File: src/hdl/nnt_pkg.sv
// ----------------------------------------------------------------------------
// nnt_pkg: shared definitions for the nearest neighbor tour unit
// Sizes, register codes, controller states, command and status bundles.
// ----------------------------------------------------------------------------
package nnt_pkg;

  localparam int MAX_CITIES  = 16;
  localparam int MIN_CITIES  = 3;
  localparam int CITY_W      = $clog2(MAX_CITIES);
  localparam int CNT_W       = $clog2(MAX_CITIES + 1);
  localparam int STORE_DEPTH = MAX_CITIES * MAX_CITIES;
  localparam int ADDR_W      = $clog2(STORE_DEPTH);
  localparam int POS_W       = ADDR_W + 1;

  localparam int DIST_W      = 8;
  localparam int TOTAL_W     = 12;
  localparam int CITY_OUT_W  = 4;
  localparam int CFG_IDX_W   = 2;
  localparam int CFG_DATA_W  = 8;

  localparam int COUNT_REG_W = 5;
  localparam int START_REG_W = 4;
  localparam int LIMIT_REG_W = 8;

  localparam logic [COUNT_REG_W-1:0] COUNT_RST = 5'd12;
  localparam logic [START_REG_W-1:0] START_RST = 4'd0;
  localparam logic [LIMIT_REG_W-1:0] LIMIT_RST = 8'd99;

  localparam logic [TOTAL_W-1:0] TOTAL_MAX = {TOTAL_W{1'b1}};

  typedef enum logic [CFG_IDX_W-1:0] {
    CFG_CITY_COUNT     = 2'd0,
    CFG_START_CITY     = 2'd1,
    CFG_DISTANCE_LIMIT = 2'd2
  } cfg_reg_t;

  typedef enum logic [2:0] {
    ST_IDLE,
    ST_INIT,
    ST_ROW,
    ST_SCAN,
    ST_DECIDE,
    ST_RET_EMIT
  } state_t;

  // controller -> datapath
  typedef struct packed {
    logic load;      // store the accepted entry
    logic init;      // set up the walk, emit the start city
    logic row;       // mark current city visited, open its row
    logic scan;      // stream one row entry through the compare
    logic step;      // move to the best city, emit it
    logic ret_read;  // fetch the return-leg entry
    logic ret_emit;  // add return leg, emit closing beat
  } cmd_t;

  // datapath -> controller
  typedef struct packed {
    logic scan_done;
    logic found;
  } status_t;

  function automatic logic [TOTAL_W-1:0] sat_add(input logic [TOTAL_W-1:0] a,
                                                 input logic [DIST_W-1:0]  b);
    logic [TOTAL_W:0] s;
    s = {1'b0, a} + (TOTAL_W + 1)'(b);
    return s[TOTAL_W] ? TOTAL_MAX : s[TOTAL_W-1:0];
  endfunction

endpackage

File: src/hdl/nnt_ram.sv
// ----------------------------------------------------------------------------
// nnt_ram: generic single-port-write, single-port-read RAM
// One write and one registered read per cycle.
// ----------------------------------------------------------------------------
module nnt_ram #(
  parameter int WIDTH = 8,
  parameter int DEPTH = 256
) (
  input  logic                     clk,
  input  logic                     wr_en,
  input  logic [$clog2(DEPTH)-1:0] wr_addr,
  input  logic [WIDTH-1:0]         wr_data,
  input  logic                     rd_en,
  input  logic [$clog2(DEPTH)-1:0] rd_addr,
  output logic [WIDTH-1:0]         rd_data
);

  logic [WIDTH-1:0] mem [DEPTH];
  logic [WIDTH-1:0] rd_data_r;

  always_ff @(posedge clk) begin
    if (wr_en) begin
      mem[wr_addr] <= wr_data;
    end
    if (rd_en) begin
      rd_data_r <= mem[rd_addr];
    end
  end

  assign rd_data = rd_data_r;

endmodule

File: src/hdl/nnt_datapath.sv
// ----------------------------------------------------------------------------
// nnt_datapath: matrix store, config registers, row scan and tour totals
// Executes controller commands; reports scan completion and hit status.
// ----------------------------------------------------------------------------
module nnt_datapath (
  input  logic                                 clk,
  input  logic                                 rst_n,
  input  nnt_pkg::cmd_t                        cmd,
  output nnt_pkg::status_t                     status,
  input  logic [nnt_pkg::DIST_W-1:0]           in_distance,
  input  logic                                 cfg_we,
  input  logic [nnt_pkg::CFG_IDX_W-1:0]        cfg_index,
  input  logic [nnt_pkg::CFG_DATA_W-1:0]       cfg_data,
  output logic                                 out_valid,
  output logic [nnt_pkg::CITY_OUT_W-1:0]       out_city,
  output logic [nnt_pkg::TOTAL_W-1:0]          out_total_cost,
  output logic                                 out_tour_end
);

  localparam int CITY_W = nnt_pkg::CITY_W;
  localparam int CNT_W  = nnt_pkg::CNT_W;
  localparam int ADDR_W = nnt_pkg::ADDR_W;
  localparam int POS_W  = nnt_pkg::POS_W;
  localparam int DIST_W = nnt_pkg::DIST_W;
  localparam int TOT_W  = nnt_pkg::TOTAL_W;
  localparam int NN_W   = 2 * CNT_W;

  // config registers
  logic [nnt_pkg::COUNT_REG_W-1:0] city_count_r;
  logic [nnt_pkg::START_REG_W-1:0] start_city_r;
  logic [nnt_pkg::LIMIT_REG_W-1:0] limit_r;

  // walk state
  logic [POS_W-1:0]              load_pos_r;
  logic [nnt_pkg::MAX_CITIES-1:0] visited_r;
  logic [CITY_W-1:0]             cur_r;
  logic [CITY_W-1:0]             start_r;
  logic [TOT_W-1:0]              total_r;
  logic [ADDR_W-1:0]             row_base_r;
  logic [CNT_W-1:0]              scan_i_r;
  logic                          eval_v_r;
  logic [CITY_W-1:0]             eval_idx_r;
  logic                          found_r;
  logic [DIST_W-1:0]             best_d_r;
  logic [CITY_W-1:0]             best_r;

  // output beat
  logic                          out_valid_r;
  logic [CITY_W-1:0]             out_city_r;
  logic [TOT_W-1:0]              out_total_r;
  logic                          out_end_r;

  logic [CNT_W-1:0]  n_eff;
  logic [NN_W-1:0]   nn;
  logic [CITY_W-1:0] start_eff;
  logic              issue;
  logic              hit;
  logic              rd_en;
  logic [ADDR_W-1:0] rd_addr;
  logic [DIST_W-1:0] rd_data;
  logic              wr_en;
  logic [TOT_W-1:0]  step_total;
  logic [TOT_W-1:0]  ret_total;

  // clamp city count to the supported range
  always_comb begin
    if (int'(city_count_r) < nnt_pkg::MIN_CITIES) begin
      n_eff = CNT_W'(nnt_pkg::MIN_CITIES);
    end else if (int'(city_count_r) > nnt_pkg::MAX_CITIES) begin
      n_eff = CNT_W'(nnt_pkg::MAX_CITIES);
    end else begin
      n_eff = CNT_W'(city_count_r);
    end
  end

  assign nn        = NN_W'(n_eff) * NN_W'(n_eff);
  assign start_eff = (int'(start_city_r) < int'(n_eff)) ? CITY_W'(start_city_r) : '0;

  assign wr_en = cmd.load && (POS_W'(load_pos_r) < POS_W'(nn));
  assign issue = cmd.scan && (scan_i_r < n_eff);
  assign rd_en = issue || cmd.ret_read;

  always_comb begin
    if (cmd.ret_read) begin
      rd_addr = row_base_r + ADDR_W'(start_r);
    end else begin
      rd_addr = row_base_r + ADDR_W'(scan_i_r);
    end
  end

  nnt_ram #(
    .WIDTH (DIST_W),
    .DEPTH (nnt_pkg::STORE_DEPTH)
  ) u_store (
    .clk     (clk),
    .wr_en   (wr_en),
    .wr_addr (load_pos_r[ADDR_W-1:0]),
    .wr_data (in_distance),
    .rd_en   (rd_en),
    .rd_addr (rd_addr),
    .rd_data (rd_data)
  );

  // candidate test: strict less-than keeps the lowest index on ties
  assign hit = eval_v_r && !visited_r[eval_idx_r] && (rd_data != '0) &&
               (rd_data < limit_r) && (!found_r || (rd_data < best_d_r));

  assign step_total = nnt_pkg::sat_add(total_r, best_d_r);
  assign ret_total  = nnt_pkg::sat_add(total_r, rd_data);

  always_ff @(posedge clk) begin
    if (!rst_n) begin
      city_count_r <= nnt_pkg::COUNT_RST;
      start_city_r <= nnt_pkg::START_RST;
      limit_r      <= nnt_pkg::LIMIT_RST;
    end else if (cfg_we) begin
      case (cfg_index)
        nnt_pkg::CFG_CITY_COUNT: begin
          city_count_r <= cfg_data[nnt_pkg::COUNT_REG_W-1:0];
        end
        nnt_pkg::CFG_START_CITY: begin
          start_city_r <= cfg_data[nnt_pkg::START_REG_W-1:0];
        end
        nnt_pkg::CFG_DISTANCE_LIMIT: begin
          limit_r <= cfg_data[nnt_pkg::LIMIT_REG_W-1:0];
        end
        default: begin
        end
      endcase
    end
  end

  always_ff @(posedge clk) begin
    if (!rst_n) begin
      load_pos_r  <= '0;
      visited_r   <= '0;
      cur_r       <= '0;
      total_r     <= '0;
      eval_v_r    <= 1'b0;
      found_r     <= 1'b0;
      out_valid_r <= 1'b0;
    end else begin
      out_valid_r <= 1'b0;
      eval_v_r    <= issue;

      if (wr_en) begin
        load_pos_r <= load_pos_r + 1'b1;
      end

      if (cmd.init) begin
        cur_r       <= start_eff;
        start_r     <= start_eff;
        total_r     <= '0;
        visited_r   <= '0;
        out_valid_r <= 1'b1;
        out_city_r  <= start_eff;
        out_total_r <= '0;
        out_end_r   <= 1'b0;
      end

      if (cmd.row) begin
        visited_r[cur_r] <= 1'b1;
        row_base_r       <= ADDR_W'(ADDR_W'(cur_r) * ADDR_W'(n_eff));
        scan_i_r         <= '0;
        found_r          <= 1'b0;
      end

      if (issue) begin
        eval_idx_r <= scan_i_r[CITY_W-1:0];
        scan_i_r   <= scan_i_r + 1'b1;
      end

      if (hit) begin
        found_r  <= 1'b1;
        best_d_r <= rd_data;
        best_r   <= eval_idx_r;
      end

      if (cmd.step) begin
        total_r     <= step_total;
        cur_r       <= best_r;
        out_valid_r <= 1'b1;
        out_city_r  <= best_r;
        out_total_r <= step_total;
        out_end_r   <= 1'b0;
      end

      if (cmd.ret_emit) begin
        total_r     <= ret_total;
        load_pos_r  <= '0;
        out_valid_r <= 1'b1;
        out_city_r  <= start_r;
        out_total_r <= ret_total;
        out_end_r   <= 1'b1;
      end
    end
  end

  assign status.scan_done = (scan_i_r >= n_eff) && !eval_v_r;
  assign status.found     = found_r;

  assign out_valid      = out_valid_r;
  assign out_city       = nnt_pkg::CITY_OUT_W'(out_city_r);
  assign out_total_cost = out_total_r;
  assign out_tour_end   = out_end_r;

endmodule

File: src/hdl/nnt_ctrl.sv
// ----------------------------------------------------------------------------
// nnt_ctrl: tour sequencer
// Steps load, init, row scan, decide and return-leg phases of the walk.
// ----------------------------------------------------------------------------
module nnt_ctrl (
  input  logic             clk,
  input  logic             rst_n,
  input  logic             start,
  input  logic             last_entry,
  input  nnt_pkg::status_t status,
  output nnt_pkg::cmd_t    cmd,
  output logic             busy
);

  nnt_pkg::state_t state_r;
  nnt_pkg::state_t state_nxt;

  always_ff @(posedge clk) begin
    if (!rst_n) begin
      state_r <= nnt_pkg::ST_IDLE;
    end else begin
      state_r <= state_nxt;
    end
  end

  always_comb begin
    state_nxt = state_r;
    cmd       = '0;
    busy      = 1'b1;
    case (state_r)
      nnt_pkg::ST_IDLE: begin
        busy = 1'b0;
        if (start) begin
          cmd.load = 1'b1;
          if (last_entry) begin
            state_nxt = nnt_pkg::ST_INIT;
          end
        end
      end
      nnt_pkg::ST_INIT: begin
        cmd.init  = 1'b1;
        state_nxt = nnt_pkg::ST_ROW;
      end
      nnt_pkg::ST_ROW: begin
        cmd.row   = 1'b1;
        state_nxt = nnt_pkg::ST_SCAN;
      end
      nnt_pkg::ST_SCAN: begin
        cmd.scan = 1'b1;
        if (status.scan_done) begin
          state_nxt = nnt_pkg::ST_DECIDE;
        end
      end
      nnt_pkg::ST_DECIDE: begin
        if (status.found) begin
          cmd.step  = 1'b1;
          state_nxt = nnt_pkg::ST_ROW;
        end else begin
          cmd.ret_read = 1'b1;
          state_nxt    = nnt_pkg::ST_RET_EMIT;
        end
      end
      nnt_pkg::ST_RET_EMIT: begin
        cmd.ret_emit = 1'b1;
        state_nxt    = nnt_pkg::ST_IDLE;
      end
      default: begin
        state_nxt = nnt_pkg::ST_IDLE;
      end
    endcase
  end

endmodule

File: src/hdl/nearest_neighbor_tour_unit.sv
// ----------------------------------------------------------------------------
// nearest_neighbor_tour_unit: greedy nearest-neighbor tour over a loaded matrix
// Loads an N x N distance matrix row-major, then walks a greedy tour from
// the start city and streams each visited city with its running cost.
// ----------------------------------------------------------------------------
// Loading: one matrix beat per cycle, busy stays low between entries.
// Walk: after the last-entry beat busy rises; each row searched takes the
//   steps row open, N reads through the store's single read port, read
//   drain, scan-done and decide; one beat for the start city, one per hop
//   and one closing beat, each on out_valid for one cycle.
// The receiver cannot stall: out_valid beats must be taken as they appear.
// Reset (rst_n low, synchronous): registers to 12 / 0 / 99, load position
//   and walk state cleared; the matrix store is not cleared.
// ----------------------------------------------------------------------------
module nearest_neighbor_tour_unit (
  input  logic                                clk,
  input  logic                                rst_n,
  // item channel
  input  logic                                start,
  output logic                                busy,
  input  logic [nnt_pkg::DIST_W-1:0]          in_distance,
  input  logic                                in_last_entry,
  // result channel
  output logic                                out_valid,
  output logic [nnt_pkg::CITY_OUT_W-1:0]      out_city,
  output logic [nnt_pkg::TOTAL_W-1:0]         out_total_cost,
  output logic                                out_tour_end,
  // register write channel
  input  logic                                cfg_valid,
  output logic                                cfg_ready,
  input  logic [nnt_pkg::CFG_IDX_W-1:0]       cfg_index,
  input  logic [nnt_pkg::CFG_DATA_W-1:0]      cfg_data
);

  nnt_pkg::cmd_t    cmd;
  nnt_pkg::status_t status;

  // registers are always writable; software only writes while idle
  assign cfg_ready = 1'b1;

  // sequencer: accepts a beat only in its idle state (busy low)
  nnt_ctrl u_ctrl (
    .clk        (clk),
    .rst_n      (rst_n),
    .start      (start),
    .last_entry (in_last_entry),
    .status     (status),
    .cmd        (cmd),
    .busy       (busy)
  );

  // store, scan compare, totals and registered result beat
  nnt_datapath u_dp (
    .clk            (clk),
    .rst_n          (rst_n),
    .cmd            (cmd),
    .status         (status),
    .in_distance    (in_distance),
    .cfg_we         (cfg_valid && cfg_ready),
    .cfg_index      (cfg_index),
    .cfg_data       (cfg_data),
    .out_valid      (out_valid),
    .out_city       (out_city),
    .out_total_cost (out_total_cost),
    .out_tour_end   (out_tour_end)
  );

endmodule

File: config.mk
export PLATFORM = sky130hd
export DESIGN_NAME = nearest_neighbor_tour_unit
export DESIGN_NICKNAME = d
export VERILOG_FILES = /design/src/hdl/nnt_pkg.sv /design/src/hdl/nnt_ram.sv /design/src/hdl/nnt_datapath.sv /design/src/hdl/nnt_ctrl.sv /design/src/hdl/nearest_neighbor_tour_unit.sv
export SDC_FILE = /design/constraint.sdc
export NUM_CORES = 2
export LEC_CHECK = 0
export ABC_AREA = 1
export BUFFER_PORTS_ARGS = -buffer_cell sky130_fd_sc_hd__buf_4
export CORE_MARGIN = 3
export CORE_UTILIZATION = 40
export DETAILED_ROUTE_END_ITERATION = 7
export GPL_ROUTABILITY_DRIVEN = 0
export HOLD_SLACK_MARGIN = 0.02
export PLACE_DENSITY_LB_ADDON = 0.1
export SETUP_SLACK_MARGIN = 0.3
export SYNTH_ARGS = -nofsm -noshare
export SYNTH_HDL_FRONTEND = slang
export SYNTH_SLANG_ARGS = --single-unit
File: constraint.sdc
create_clock -name clk -period 8.1 [get_ports clk]
set_input_delay 2.43 -clock clk [delete_from_list [all_inputs] [get_ports clk]]
set_output_delay 2.43 -clock clk [all_outputs]
set_load 0.02 [all_outputs]
== Yosys cells after proc, flatten, opt, wreduce, memory -nomap -nowiden ==
Memories as Yosys holds them, arrays and structs flattened. A register that Yosys moved wholly into a read port is not among the register bits.
Index checks and enable logic that the tools add are counted.
Widths: inputs -> output; s select.
Operators by class
  add/sub/neg operators: 6
  $mul: 2
  order comparisons: 11
  eq/ne operators: 10
  mux-type cells: 45
  bitwise operators: 2
  reductions and logical operators: 31
Operators by type and width (count)
  $mux 12: 5
  $mux 16: 3
  $add 12x8->13: 2
  $mux 1: 20
  $mux 5: 4
  $reduce_and 2->1: 9
  $lt 8x8->1: 2
  $mux 4: 4
  $or 16x16->16: 1
  $pmux 3 s5: 1
  $mux 3: 4
  $lt 4x5->1 const B: 2
  $add 9x1->9 const B: 1
  $lt 9x9->1: 1
  $mul 5x5->9: 1
  $add 8x4->8: 1
  $add 8x5->8: 1
  $logic_and 1x1->1: 8
  $mul 4x5->8: 1
  $mux 8: 1
  $reduce_bool 8->1: 1
  $eq 3x2->1 const B: 2
  $eq 3x3->1 const B: 2
  $ne 2x2->1 const B: 3
  other kinds (22): 27
Storage, ports and cells
  register bits after elaboration: 114
  RAM bits: 2048
  input port bits: 23
  output and inout bits: 20
  memories: 1
Memory list
  u_dp.u_store.mem: words 256, width 8, rd ports 1, clocked after Yosys merged registers in 1, write ports 1, RTL line nnt_ram.sv:18  | logic [WIDTH-1:0] mem [DEPTH];

== Depth between registers and ports, before layout ==
  depth in word-level cells: 8
  gate-level depth with buffers: 27
  depth with buffers taken out: 26

== Modules after synthesis ==
Synthesis repeated with hierarchy kept, for this count alone.
Second synthesis, totals
  cells, all modules: 8006
  area total of the unflattened synthesis: 91132.4 um2
Modules (own cells, without submodules)
  nnt_ram: instances 1, cells each 7003, area each 83476.3 um2, sequential area each 61739.2 um2
  nnt_datapath: instances 1, cells each 963, area each 7432.1 um2, sequential area each 2722.6 um2
  nnt_ctrl: instances 1, cells each 38, area each 212.7 um2, sequential area each 60.1 um2
  nearest_neighbor_tour_unit: instances 1, cells each 2, area each 11.3 um2, sequential area each 0.0 um2

== Worst setup path before layout ==
OpenSTA, ideal clock, no wires.
  kind: register to register
  start: register u_dp.city_count_r[4] (netlist bit)
  end: memory u_dp.u_store.mem[191][0], enable pin
  arrival: 5.324 ns
  path slack: 2.393 ns
  cell stages (with the launch flop): 25
  path buffers: 1
  clock period less this slack: 5.707 ns
  cell sequence: dfxtp_1 > buf_6 > inv_6 > nand3_4 > a21oi_1 > nor2_1 > inv_1 > nand2_1 > fa_1 > fa_1 > inv_1 > fa_1 > ha_1 > nand3_1 > nand2_1 > a21o_1 > a21oi_1 > xor2_1 > ha_1 > a21oi_1 > o21a_1 > nand4_4 > nor2_8 > nand3_1 > nor3_1
Between the ends
  longest elaborated chain between the ends: 8
  elaborated cells on any way between the ends: 9
  classes of those cells: 1 x mul; 3 x order compare; 4 x mux; 1 x reduce/logical
Ends and longest elaborated chain
  from (decl): RTL line nnt_datapath.sv:29  | logic [nnt_pkg::COUNT_REG_W-1:0] city_count_r;
  from (signal assigned): RTL line nnt_datapath.sv:113  | city_count_r <= nnt_pkg::COUNT_RST;
  from (signal assigned): RTL line nnt_datapath.sv:119  | city_count_r <= cfg_data[nnt_pkg::COUNT_REG_W-1:0];
  $gt 5x5->1: RTL line nnt_datapath.sv:69  | end else if (int'(city_count_r) > nnt_pkg::MAX_CITIES) begin
  $mux 5: RTL line nnt_datapath.sv:69
  $mux 5 (*): RTL line nnt_datapath.sv:67  | if (int'(city_count_r) < nnt_pkg::MIN_CITIES) begin
  $mul 5x5->9 (*): RTL line nnt_datapath.sv:76  | assign nn = NN_W'(n_eff) * NN_W'(n_eff);
  $lt 9x9->1 (*): RTL line nnt_datapath.sv:79  | assign wr_en = cmd.load && (POS_W'(load_pos_r) < POS_W'(nn));
  $logic_and 1x1->1 (*): RTL line nnt_datapath.sv:79
  $mux 1 (*): RTL line nnt_ram.sv:22  | if (wr_en) begin
  $mux 1 (not written as such) (*): RTL line nnt_ram.sv:23  | mem[wr_addr] <= wr_data;
  to (decl): RTL line nnt_ram.sv:18
Every way passes the cells marked *; elsewhere a longest branch is shown, timed or not.

== Final worst setup path ==
  start: register u_dp.city_count_r[0] (netlist bit)
  end: memory u_dp.u_store.mem[137][7], enable pin
The elaborated chain is that of the path after synthesis.

==> flow_metrics.env <==
export IMPL_drt_pass_1_iters=6
export IMPL_path_class="flip-flop to flip-flop"
export IMPL_worst_ep_required_time_ns=8.60
export IMPL_clock_power_share_pct=36.9
export IMPL_fmax_mhz=137
export IMPL_final_max_slew_viol_count=0
export IMPL_met2_length_um=129000
export IMPL_top_signal_layer_used="met5"
export IMPL_yosys_warnings=0
export IMPL_p_per_area_mw_per_mm2=276
export IMPL_fp_row_count=179
export IMPL_die_height_um=496
export IMPL_combinational_fraction_of_design_power_pct=21.1
export IMPL_layout_area_overhead_vs_synth_pct=11.3
export IMPL_drv_max_cap_violation_count=0
export IMPL_grt_first_pass_wirelength_um=421000
export IMPL_tightestPinTransition_ns=1.20
export IMPL_mappedNetlistArea_mm2=0.0962
export IMPL_worst_ep_arrival_time_ns=7.79
export IMPL_finalSetupViolations=0
export IMPL_ys_seq_elements=2170
export IMPL_cellInternalPower_mw=20.4
export IMPL_share_seq_of_total_power_pct=42.0
export IMPL_floorplan_io_pins=43
export IMPL_finalWorstPathRequiredPeriod_ns=7.29
export IMPL_clock_sink_count=2170
export IMPL_rsz_0062_raised_after_global_routing="false"
export IMPL_fillers=22752
export IMPL_clk_pin_slew_ns=0.06
export IMPL_antenna_found_initial=10
export IMPL_cp_slowest_stage_delay_ns=0.63
export IMPL_core_area_mm2=0.239
export IMPL_switching_power_mw=9.21
export IMPL_routed_wirelength_um=284000
export IMPL_critPathSlowestCell="nand2_2"
export IMPL_post_cts_repair_resize_count=0
export IMPL_post_cts_setup_buffer_count=0
export IMPL_port_buffer_count=41
export IMPL_fin_crit_sh_pct=90.0
export IMPL_post_drt_via_cell_ratio=5.14
export IMPL_cp_end_kind="flip-flop"
export IMPL_start_util_pct=40.3
export IMPL_synthesized_netlist_cell_count=9572
export IMPL_detail_route_iter0_violations=6496
export IMPL_die_width_um=496
export IMPL_outcome="completed"
export IMPL_cts_hold_buf=0
export IMPL_power_ir_vdd_worst_mv=0.242
export IMPL_switching_share_pct=31.1
export IMPL_share_of_post_route_cells_with_drive_strength_above_1_pct=5.65
export IMPL_floorplan_die_area_mm2=0.246
export IMPL_final_setup_tns_ns=0
export IMPL_hold_viol=0
export IMPL_cts_max_level=4
export IMPL_dp_final_hpwl_um=165000
export IMPL_min_path_type="flip-flop to flip-flop"
export IMPL_fin_skew_ns=0.0419
export IMPL_total_clock_buffers_created_by_cts=229
export IMPL_groute_usage_overall_pct=22.9
export IMPL_ys_seq_area_share_pct=67.1
export IMPL_critical_path_max_fanout=15
export IMPL_power_leakage_nw=43.5
export IMPL_dr_wl_met3_um=17200
export IMPL_grt_overflow=0
export IMPL_cts_tree="yes"
export IMPL_post_place_cells=12374
export IMPL_remaining_drcs=0
export IMPL_postSynthAreaPerCell_um2=10.1
export IMPL_final_cells=12809
export IMPL_yosysUniqueCellTypes=51
export IMPL_worst_skew_pair_late_latency_ns=0.88
export IMPL_vias=65798
export IMPL_wl_met1_um=130000
export IMPL_layout_nets=9548
export IMPL_wire_per_inst_um=22.2
export IMPL_first_global_vias=65039
export IMPL_startpoint_type="flip-flop"
export IMPL_ant_nets=0
export IMPL_slew_headroom_pct=19.9
export IMPL_grt_start_max_net_pins=195
export IMPL_cts_root_buf="clkbuf_16"
export IMPL_clk_path_buf_depth=3
## area by class of cell
type | count | area (um^2) | share of cell area, %
timing repair buffer | 128 | 1400 | 1.30
antenna | 3 | 7.51 | 0.00701
multi-input combinational | 5764 | 25100 | 23.4
clock inverter | 154 | 1850 | 1.73
sequential | 2170 | 64500 | 60.2
tap | 3167 | 3960 | 3.70
inverter | 1145 | 4320 | 4.04
clock buffer | 278 | 5990 | 5.59
## logic make-up (layout without fill, tap and decap cells)
| kind of cell | count (synthesis) | after routing | share of synthesized area (%) |
|---|---|---|---|
| buffers and inverters | 1641 | 1705 | 6.95 |
| other | 2 | 8 | 0.00781 |
| multiplexers | 1 | 1 | 0.0117 |
| AO/OA/AOI/OAI | 497 | 497 | 2.71 |
| XOR/XNOR | 28 | 28 | 0.271 |
| flip-flops | 2170 | 2170 | 67.1 |
| adder cells (fa/ha/maj) | 87 | 87 | 1.23 |
| AND/OR/NAND/NOR | 5146 | 5146 | 21.7 |
## layout by cell type, fill, tap and decap left out, types with 44 or more instances in the layout
| cell | n |
|---|---|
| a21oi_1 | 70 |
| buf_4 | 90 |
| clkbuf_1 | 44 |
| clkbuf_16 | 231 |
| clkinv_1 | 44 |
| clkinv_2 | 46 |
| dfxtp_1 | 64 |
| edfxtp_1 | 2106 |
| ha_1 | 73 |
| inv_1 | 1135 |
| nand2_1 | 3231 |
| nand3_1 | 1041 |
| nor2_1 | 790 |
| o21ai_0 | 350 |
## Yosys cell counts, drive strengths merged
cell    instances  area share, %
nand2        3251             13
edfxtp       2106             66
inv          1141            4.5
nand3        1042            5.4
nor2          795            3.2
o21ai         378            2.0
buf           335            1.9
clkbuf        161           0.63
ha             74           0.96
a21oi          70           0.36
dfxtp          64            1.3
o211ai         29           0.23
or2            28           0.18
xor2           18           0.18
nor3           17          0.094
fa             13           0.27
xnor2          10          0.091
nand4           7          0.061
a31oi           4          0.026
clkinv          4          0.016
a21boi          3          0.023
a21o            3          0.023
a211oi          2          0.016
conb            2         0.0078
nand3b          2          0.016
nor4            2          0.013
o21a            2          0.016
o22ai           2          0.013
o31ai           2          0.016
o32ai           2          0.018
and2            1         0.0065
and3            1         0.0065
mux2            1          0.012
## worst max-delay path: cells and delay by family (launching register included)
| kind | cells | cell delay [ns] |
|---|---|---|
| AND/OR/NAND/NOR | 10 | 2.49 |
| XOR/XNOR | 1 | 0.20 |
| flip-flops | 1 | 0.34 |
| adder cells (fa/ha/maj) | 5 | 2.16 |
| AO/OA/AOI/OAI | 5 | 0.90 |
| buffers and inverters | 4 | 0.77 |
## state kept, by name, indices dropped and copies added (netlist names), 3 cells and up
signal,cells
u_dp.start_city_r,4
u_dp.city_count_r,5
u_dp.scan_i_r,5
u_dp.out_city,4
u_dp.row_base_r,8
u_dp.best_d_r,8
u_dp.cur_r,4
u_dp.best_r,4
u_dp.eval_idx_r,4
u_dp.out_total_cost,12
u_dp.u_store.rd_data,8
u_dp.u_store.mem,2048
u_dp.visited_r,16
u_dp.start_r,4
u_ctrl.state_r,3
u_dp.limit_r,8
u_dp.load_pos_r,9
u_dp.total_r,12
## routing by layer
metal	vias to the layer above	track usage (%)
met4	2	6.55
li1	31005	-
met2	1969	36.1
met3	392	3.42
met5	-	0
met1	32430	32.9
## final timing paths
kind                        start                  endpoint  slack, ns  depth (start not counted)
max          u_dp.city_count_r[0]  u_dp.u_store.mem[137][7]       0.81                         25
max reg2reg  u_dp.city_count_r[0]  u_dp.u_store.mem[137][7]       0.81                         25
min               u_dp.limit_r[4]           u_dp.limit_r[4]       0.47                          2
min reg2reg       u_dp.limit_r[4]           u_dp.limit_r[4]       0.47                          2
## through the flow
step / power, mW / utilization (%) / hold slack (ns) / area [um^2] / setup WS, ns
after detailed placement: 18.9 / 41.6 / 0.462 / 99300 / 0.878
after CTS: 29.8 / 44.9 / 0.471 / 107000 / 0.851
after global routing: 30.9 / 44.9 / 0.501 / 107000 / 0.382
after global placement: 18.9 / 41.6 / 0.462 / 99300 / 0.905
after floorplan: 16.6 / - / 0.429 / 96200 / 2.39
final: 29.6 / 44.9 / 0.472 / 107000 / 0.810
## power by group through the flow
stage | clock network [mW] | registers [mW] | logic (mW)
after floorplan | 0 | 12.7 | 3.93
after global placement | 0 | 12.7 | 6.23
after detailed placement | 0 | 12.7 | 6.23
after CTS | 11.1 | 12.4 | 6.25
after global routing | 11.6 | 12.4 | 6.89
final | 10.9 | 12.4 | 6.26
Power figures use the tool's default switching activity.
